`src/rtl/core/sacl_pkg.sv`:
```
// Shared types and constants for the set-associative LRU tag cache.
// No dependencies; imported by sacl_addr_split and set_assoc_cache_lru_tags.
`timescale 1ns / 1ps
`default_nettype none

package sacl_pkg;

  localparam int STAMP_W   = 32;
  localparam int CNT_W     = 32;
  localparam int SBITS_W   = 5;
  localparam int CFG_IDX_W = 2;
  localparam int CFG_DATA_W = 4;

  localparam logic [CFG_IDX_W-1:0] CFG_LINE_SIZE = 2'd0;
  localparam logic [CFG_IDX_W-1:0] CFG_SET_COUNT = 2'd1;
  localparam logic [CFG_IDX_W-1:0] CFG_WAYS      = 2'd2;

  localparam logic [3:0] LINE_SIZE_RESET = 4'd5;
  localparam logic [3:0] SET_COUNT_RESET = 4'd7;
  localparam logic [2:0] WAYS_RESET      = 3'd4;

  typedef enum logic [1:0] {
    ST_CLEAR,
    ST_IDLE,
    ST_SCAN,
    ST_UPDATE
  } state_t;

endpackage

`default_nettype wire

```
`src/rtl/core/sacl_addr_split.sv`:
```
// Address decode for the LRU tag cache: set index, tag and last way to search.
// Depends on sacl_pkg.
`timescale 1ns / 1ps
`default_nettype none

module sacl_addr_split
  import sacl_pkg::*;
#(
  parameter int MAX_WAYS   = 4,
  parameter int MAX_SETS   = 4096,
  parameter int ADDR_WIDTH = 32,
  parameter int SET_W      = 12,
  parameter int WAY_W      = 2
) (
  input  wire logic [ADDR_WIDTH-1:0] address,
  input  wire logic [3:0]            line_size_log2,
  input  wire logic [3:0]            set_count_log2,
  input  wire logic [2:0]            ways_in_use,
  output logic      [SET_W-1:0]      set_idx,
  output logic      [ADDR_WIDTH-1:0] tag,
  output logic      [WAY_W-1:0]      last_way
);

  localparam int SET_BITS = $clog2(MAX_SETS + 1) - 1;

  logic [ADDR_WIDTH-1:0] line_addr;
  logic [SBITS_W-1:0]    sbits;
  logic [SET_W-1:0]      set_mask;
  logic [4:0]            eff_ways;

  always_comb begin
    line_addr = address >> line_size_log2;
    if (32'(set_count_log2) < SET_BITS) begin
      sbits = SBITS_W'(set_count_log2);
    end else begin
      sbits = SBITS_W'(SET_BITS);
    end
    set_mask = SET_W'((32'd1 << sbits) - 32'd1);
    set_idx  = line_addr[SET_W-1:0] & set_mask;
    tag      = line_addr >> sbits;

    if (ways_in_use == 3'd0) begin
      eff_ways = 5'd1;
    end else if (32'(ways_in_use) > MAX_WAYS) begin
      eff_ways = 5'(MAX_WAYS);
    end else begin
      eff_ways = 5'(ways_in_use);
    end
    last_way = WAY_W'(eff_ways - 5'd1);
  end

endmodule

`default_nettype wire

```
`config.mk`:
```
export PLATFORM = sky130hd
export DESIGN_NAME = sacl_addr_split
export DESIGN_NICKNAME = d
export VERILOG_FILES = /design/src/rtl/core/sacl_pkg.sv /design/src/rtl/core/sacl_addr_split.sv
export SDC_FILE = /design/constraint.sdc
export NUM_CORES = 1
export LEC_CHECK = 0
export CAP_MARGIN = 40
export CORE_MARGIN = 2
export CORE_UTILIZATION = 35
export DETAILED_ROUTE_END_ITERATION = 8
export DONT_BUFFER_PORTS = 1
export SYNTH_ARGS = -nofsm -noshare
export SYNTH_HDL_FRONTEND = slang
export SYNTH_SLANG_ARGS = --single-unit
export TNS_END_PERCENT = 20
```
`constraint.sdc`:
```
create_clock -name vclk -period 3.1
set_clock_uncertainty 0.05 [all_clocks]
set_input_delay 0.62 -clock vclk [all_inputs]
set_output_delay 0.62 -clock vclk [all_outputs]
set_load 0.01 [all_outputs]
```
; ---- After elaboration in Yosys (flattened, before gate mapping)
; Cells that the tools add are included.
; Widths: inputs -> output; s select.
[op_classes]
n_addsub = 2
n_mul = 0
div_mod_pow = 0
magnitude_cmp = 2
eq_ne = 0
shifts = 3
n_mux = 3
bitwise_logic = 1
reduce_logical = 1
[op_table]
columns = cell, count
row1 = $shr 32x4->32, 1
row2 = $shr 32x5->32, 1
row3 = $and 12x12->12, 1
row4 = $shl 1x4->12 const A, 1
row5 = $sub 12x1->12 const B, 1
row6 = $lt 4x4->1 const B, 1
row7 = $mux 2, 2
row8 = $mux 4, 1
row9 = $gt 3x3->1 const B, 1
row10 = $logic_not 3->1, 1
row11 = $sub 2x1->2 const B, 1
[word_totals]
ff_bits = 0
latchBits = 0
ram_bits = 0
romBits = 0
inputBits = 43
word_cells = 12
memories = 0

; ---- Logic depth before layout (Yosys ltp)
; Gate-level depths: netlist (run 1).
[depth]
depth_word = 5
mapped_depth = 10
mapped_depth_nobuf = 7

; ---- Worst setup path before layout (run 1)
; OpenSTA, ideal clock, no wires.
[synth_timing]
path_kind = input to output
start = input port line_size_log2[3]
end = output port tag[15]
arrival_ps = 2702
setup_slack_ps = -272
path_stages = 7
path_buffers = 1
cell_sequence = buf_2 > mux4_2 > mux2_2 > mux2i_1 > o221ai_2 > mux2_2 > mux4_2
[synth_via]
elab_chain_cells = 2
[synth_rtl]
columns = element, line_no
row1 = "start, declared", sacl_addr_split.sv:16  ; input wire logic [3:0] line_size_log2,
row2 = $shr 32x4->32, sacl_addr_split.sv:32  ; line_addr = address >> line_size_log2;
row3 = $shr 32x5->32, sacl_addr_split.sv:40  ; tag = line_addr >> sbits;
row4 = "end, declared", sacl_addr_split.sv:20  ; output logic [ADDR_WIDTH-1:0] tag,
; No other way between the ends.

; ---- Worst setup path after layout (run 1)
[layout_timing]
start = input port line_size_log2[0]
end = output port tag[5]
; The elaborated chain is that of the path after synthesis.

==> impl_metrics.ini, run 1 <==
[outcome]
status = finished, violations left
violations = setup timing

[route]
dr.pass1.iters = 5
wirelength_mm = 14.0
final_antenna_net_count = 0
drc = 0
wl_per_cell_um = 22.0
dr.first_iter.drc_count = 349
drt-vias-per-instance = 6.62
vias = 4214

[timing]
worst_slack_ns = -0.133
timing.final.crit_period_ns = 3.23
slew_headroom_pct = 53.1
fmax_ghz = 0.309
grt_setup_unrepaired = yes
fin_crit_sh_pct = 104
drv_slew = 0
setup-tns-final_ns = -0.762
tightest_slew_ns = 0.701
finalSetupViolCount = 12
hold_viol = 0
whs_ns = 1.25

[clock_tree]
cts_hold_buf = 0

[synthesis]
netlist.area_leader.share_pct = 24.7
synth_compound_gate_area_share_pct = 28.0
yosysTopAreaCell = mux4_2
synth_warnings = 0
synthXorXnorAreaFrac_pct = 0
syn_nets = 501
synth_top_family_by_area = multiplexers
synth_mux_area_share_pct = 44.1
synth_adder_area_share_pct = 0.352
synth.distinct_cells = 59
ys_seq_area_share_pct = 0
synthTopCellsByArea = mux4_2, mux2i_1, mux2_2
syn_area_per_cell_sq_um = 7.77
synthCells = 457
syn-cell-area_sq_um = 3550
yosys.area_share.simple_pct = 20.8

[global_route]
grt_antenna_before_repair = 0
grt_max_degree = 45
grt_pass1_wl_mm = 22.1
gr-usage-all-layers_pct = 24.5
grt_pass1_vias = 3963
grt.overflow.total = 0

[setup_path]
cp-end-kind = output pin
worstSetupPathType = in -> out
worstSetupStartpointType = input port
critical_path.max_fanout = 40
cp.arrival_ns = 2.56
worstPathRequired_ns = 2.43

[placement]
place_ws_ns = -0.264
place.detailed.hpwl_mm = 11.0
dpl.cell_count = 636
gp_congestion = 0.926
port_buffers = 0
dpl-instance-area_sq_um = 4260

[final_layout]
n_fill_cell = 1011
final_nets = 550
seq_cell_count = 0
drive_gt1_share_pct = 42.1
layout_common_cells = buf_4, nand2_1, nor2_1
utilization_pct = 46.1
regArea_sq_um = 0
n_antenna_cell = 0
final_area_sq_um = 4530
clkbuf_count = 0
synthToLayoutAreaGrowth_pct = 27.6
instances_no_fill = 637
final_common_cell = buf_4

[floorplan]
core.rowCount = 36
start_util_pct = 36.1
core_area_sq_um = 9820
io_pins = 89
dieWidth_um = 105
fp.dieArea_sq_um = 11000
die_y_um = 105

[min_path]
hold_path_class = in -> out

[pwr]
ir_drop_mv = 0.0836
p_per_area_nw_per_um2 = 228
finalPower_mw = 1.03
p_leak_nw = 1.66

[run]
drv_cap = 0
## what timing repair did
item	4_1_cts	5_1_grt
buffers inserted	1	0
pin swaps	5	9
endpoints found under the hold margin	0	0
gates cloned	0	0
setup endpoints to repair	19	27
resized for setup	22	39
## cells in the mapped netlist, drive strengths merged (7+ instances only)
| cell | n |
|---|---|
| o221ai | 8 |
| mux2i | 32 |
| nand2 | 49 |
| a211oi | 8 |
| mux2 | 28 |
| clkbuf | 28 |
| mux4 | 41 |
| nand3 | 14 |
| and2 | 7 |
| nor2 | 45 |
| o211ai | 9 |
| a21oi | 18 |
| nor3 | 19 |
| o22ai | 13 |
| buf | 18 |
| o21ai | 32 |
| a22oi | 8 |
## kinds of logic (layout without fill, tap and decap cells)
kind of cell,after synthesis,count (layout)
simple gates,161,161
mux,101,101
fa+ha+maj,1,1
buf+inv,52,99
compound gates,142,142
## critical path, cell delays in order
cell	delay (ns)
mux4_2	0.37
mux2i_2	0.09
mux4_2	0.53
mux4_2	0.58
a221oi_4	0.36
## layout make-up
class / instances / area [sq um] / area share, %
multi-input combinational: 405 / 3600 / 79.6
timing repair buffer: 93 / 734 / 16.2
tap: 133 / 166 / 3.68
inverter: 6 / 22.5 / 0.497
## final timing paths
check | depth (start not counted) | to | from | slack [ns]
max | 5 | tag[5] | line_size_log2[0] | -0.13
min | 1 | tag[24] | set_count_log2[3] | 1.25
## power breakdown
| part | total, mW | internal (mW) | switching (mW) | leakage (nW) |
|---|---|---|---|---|
| Clock | 0 | 0 | 0 | 0 |
| Sequential | 0 | 0 | 0 | 0 |
| Combinational | 1.03 | 0.510 | 0.521 | 1.66 |
| Total | 1.03 | 0.510 | 0.521 | 1.66 |
## routing by layer
metal,wire length [um],track usage [%],share of wire (%)
met1,6400,37.8,46
met5,0,0,0
met4,277,5.24,2.0
met2,5870,36.3,42
met3,1480,3.31,11
Note: power is estimated with default switching activity, not from simulation.
==> inputs of run 2 (changes only) <==
PLACE_DENSITY = 0.59   (was default)
==> run 2 against run 1 <==
  * The run still ends with setup timing left
  * Setup slack got worse by 0.015 ns
  * Combinational power about the same
  * Sequential cell count unchanged
  * Via count decreased by 0.12%
  * Sequential share of layout area unchanged
  * Critical endpoint is now tag[15]
  * Largest power group unchanged
==> impl_metrics.ini, run 2 (synthesis gave the netlist of run 1 again) <==
[placement]
place.detailed.hpwl_mm = 11.3
gp_congestion = 1.00
dpl-instance-area_sq_um = 4270
port_buffers = 0
dpl.cell_count = 636
place_ws_ns = -0.340

[timing]
drv_slew = 0
fin_crit_sh_pct = 105
worst_slack_ns = -0.148
hold_viol = 0
tightest_slew_ns = 0.688
fmax_ghz = 0.308
timing.final.crit_period_ns = 3.25
finalSetupViolCount = 17
grt_setup_unrepaired = yes
setup-tns-final_ns = -1.01
slew_headroom_pct = 54.0

[global_route]
gr-usage-all-layers_pct = 25.3
grt_antenna_before_repair = 0
grt.overflow.total = 0
grt_pass1_vias = 4078
grt_max_degree = 45
grt_pass1_wl_mm = 22.7

[final_layout]
final_common_cell = buf_4
drive_gt1_share_pct = 40.7
utilization_pct = 45.7
instances_no_fill = 639
final_nets = 552
n_antenna_cell = 0
seq_cell_count = 0
clkbuf_count = 0
layout_common_cells = buf_4, nand2_1, nor2_1
regArea_sq_um = 0
final_area_sq_um = 4490
synthToLayoutAreaGrowth_pct = 26.5

[setup_path]
worstSetupPathType = in -> out
worstSetupStartpointType = input port
worstPathRequired_ns = 2.43
cp-end-kind = output pin
critical_path.max_fanout = 44
cp.arrival_ns = 2.58

[floorplan]
dieWidth_um = 105
fp.dieArea_sq_um = 11000
die_y_um = 105
core.rowCount = 36
core_area_sq_um = 9820
io_pins = 89
start_util_pct = 36.1

[route]
drc = 0
wirelength_mm = 14.3
vias = 4209
dr.first_iter.drc_count = 371
drt-vias-per-instance = 6.59
wl_per_cell_um = 22.4
dr.pass1.iters = 5
final_antenna_net_count = 0

[min_path]
min_path_cells = 1
hold_path_class = in -> out

[outcome]
violations = setup timing
status = finished, violations left

[pwr]
p_per_area_nw_per_um2 = 228
p_leak_nw = 1.67
ir_drop_mv = 0.0863

[run]
drv_cap = 0
run 2: cell type report:
| class | instances | area (sq um) |
|---|---|---|
| inverters | 6 | 22.5 |
| fillers | 1007 | 5330 |
| repair buffers | 95 | 758 |
| multi-input cells | 405 | 3540 |
| well taps | 133 | 166 |
run 2: worst paths after layout:
kind / start / endpoint / slack, ns
worst max-delay path: line_size_log2[3] / tag[15] / -0.15
worst min-delay path: set_count_log2[1] / tag[30] / 1.26
run 2: worst max-delay path, stage by stage:
cell and delay, ns:
mux4_2 0.53, o2bb2ai_4 0.17, a21o_1 0.17, mux2_4 0.28
mux2_4 0.27, mux4_2 0.53
run 2: timing repair:
| item | 4_1_cts | 5_1_grt |
|---|---|---|
| hold buffers | 0 | 0 |
| setup buffers | 3 | 0 |
| pin swaps | 8 | 3 |
| endpoints found under the hold margin | 0 | 0 |
| endpoints found under the setup margin | 21 | 24 |
| resized for setup | 27 | 16 |
run 2: report_power, final:
group          internal [mW]  total, mW  switching, mW  leakage (nW)
registers                  0          0              0             0
clock network              0          0              0             0
logic                  0.503       1.02          0.521          1.67
total                  0.503       1.02          0.521          1.67
run 2: per-layer routing:
layer  vias to the layer above  global-route usage, %  wire [um]
met3                        21                   3.81       1340
met2                       243                   38.1       6160
met1                      2027                   38.1       6450
li1                       1918                      -          -
met4                         0                   5.81        368
met5                         -                      0          0
run 2: stage by stage:
step | total power, mW | hold slack, ns
2_1_floorplan | 0.634 | 1.29
3_5_place_dp | 0.922 | 1.25
5_1_grt | 1.08 | 1.25
6_report | 1.02 | 1.26
3_3_place_gp | 0.914 | 1.25
4_1_cts | 0.974 | 1.25
==> inputs of run 3 (changes only) <==
PLACE_DENSITY = default   (was 0.59)
PLACE_DENSITY_LB_ADDON = 0.1   (was default)
==> run 3 against run 2 <==
  * The run still ends with setup timing left
  * Die area is the same
  * Critical path depth increased by 2
  * First-iteration DRC count increased by 1.9%
  * Combinational power grew 4%
  * Via count increased by 0.21%
  * Design area up 3.4%
  * Sequential cell count did not move
  * Global-route usage increased by 0.32 points
  * Core utilization up 1.6 points
  * Largest cell class unchanged
==> impl_metrics.ini, run 3 (synthesis gave the netlist of run 1 again) <==
[outcome]
status = finished, violations left
violations = setup timing

[route]
vias = 4218
wl_per_cell_um = 22.9
dr.pass1.iters = 5
final_antenna_net_count = 0
dr.first_iter.drc_count = 378
drc = 0
drt-vias-per-instance = 6.56
wirelength_mm = 14.7

[global_route]
grt_max_degree = 45
grt_pass1_wl_mm = 22.8
gr-usage-all-layers_pct = 25.7
grt.overflow.total = 0
grt_pass1_vias = 4033
grt_antenna_before_repair = 0

[setup_path]
critical_path.max_fanout = 40
cp-end-kind = output pin
worstPathRequired_ns = 2.43
cp.arrival_ns = 2.61
worstSetupStartpointType = input port
worstSetupPathType = in -> out

[final_layout]
regArea_sq_um = 0
n_antenna_cell = 0
final_common_cell = buf_4
instances_no_fill = 643
final_nets = 556
utilization_pct = 47.3
synthToLayoutAreaGrowth_pct = 30.8
seq_cell_count = 0
layout_common_cells = buf_4, nand2_1, nor2_1
final_area_sq_um = 4640
drive_gt1_share_pct = 42.7
clkbuf_count = 0

[timing]
drv_slew = 0
setup-tns-final_ns = -1.03
finalSetupViolCount = 12
hold_viol = 0
tightest_slew_ns = 0.661
fin_crit_sh_pct = 106
grt_setup_unrepaired = yes
timing.final.crit_period_ns = 3.28
slew_headroom_pct = 55.8
worst_slack_ns = -0.176
whs_ns = 1.26
fmax_ghz = 0.305

[placement]
dpl.cell_count = 640
port_buffers = 0
place.detailed.hpwl_mm = 11.4
place_ws_ns = -0.604
dpl-instance-area_sq_um = 4320
gp_congestion = 0.983

[pwr]
p_per_area_nw_per_um2 = 229
p_leak_nw = 1.70
finalPower_mw = 1.06
ir_drop_mv = 0.0666

[floorplan]
core_area_sq_um = 9820
dieWidth_um = 105
io_pins = 89
start_util_pct = 36.1
die_y_um = 105
fp.dieArea_sq_um = 11000
core.rowCount = 36

[run]
drv_cap = 0

[clock_tree]
cts_hold_buf = 0

[min_path]
hold_path_class = in -> out
run 3: cell count changes in the layout (fill, tap and decap cells not counted), moves of 4 or more:
cell / delta
mux2i_2: -7
mux2i_4: +7
o21ai_0: -5
o21ai_1: +4
run 3: cell type report:
| class | instances | area [sq um] |
|---|---|---|
| Inverter | 6 | 22.5 |
| Fill cell | 1031 | 5180 |
| Tap cell | 133 | 166 |
| Timing Repair Buffer | 99 | 801 |
| Multi-Input combinational cell | 405 | 3650 |
run 3: worst paths after layout:
check                    startpoint      end  slack (ns)  cells after the start
hold / removal    set_count_log2[1]  tag[30]        1.26                      1
setup / recovery  line_size_log2[0]   tag[7]       -0.18                      8
run 3: layer usage:
layer	global-route usage, %	vias up	wire (um)
li1	-	1930	-
met1	35.0	2078	6140
met2	45.0	186	7290
met3	1.75	24	981
met4	4.76	0	323
met5	0	-	0
run 3: critical path, stage by stage:
cell and delay [ns]:
mux4_2 0.55, mux2_4 0.31, mux2i_4 0.20, o221ai_4 0.14, buf_4 0.18, a221oi_2 0.29
o221ai_2 0.15, buf_4 0.16
run 3: repair_timing:
| item | 4_1_cts | 5_1_grt |
|---|---|---|
| setup endpoints to repair | 21 | 26 |
| gates resized for setup | 29 | 38 |
| gates cloned | 0 | 0 |
| setup buffers | 2 | 1 |
| pin swaps | 4 | 6 |
run 3: power breakdown:
part           internal, mW  total, mW  leakage [nW]  switching [mW]
sequential                0          0             0               0
clock                     0          0             0               0
combinational         0.534       1.06          1.70           0.530
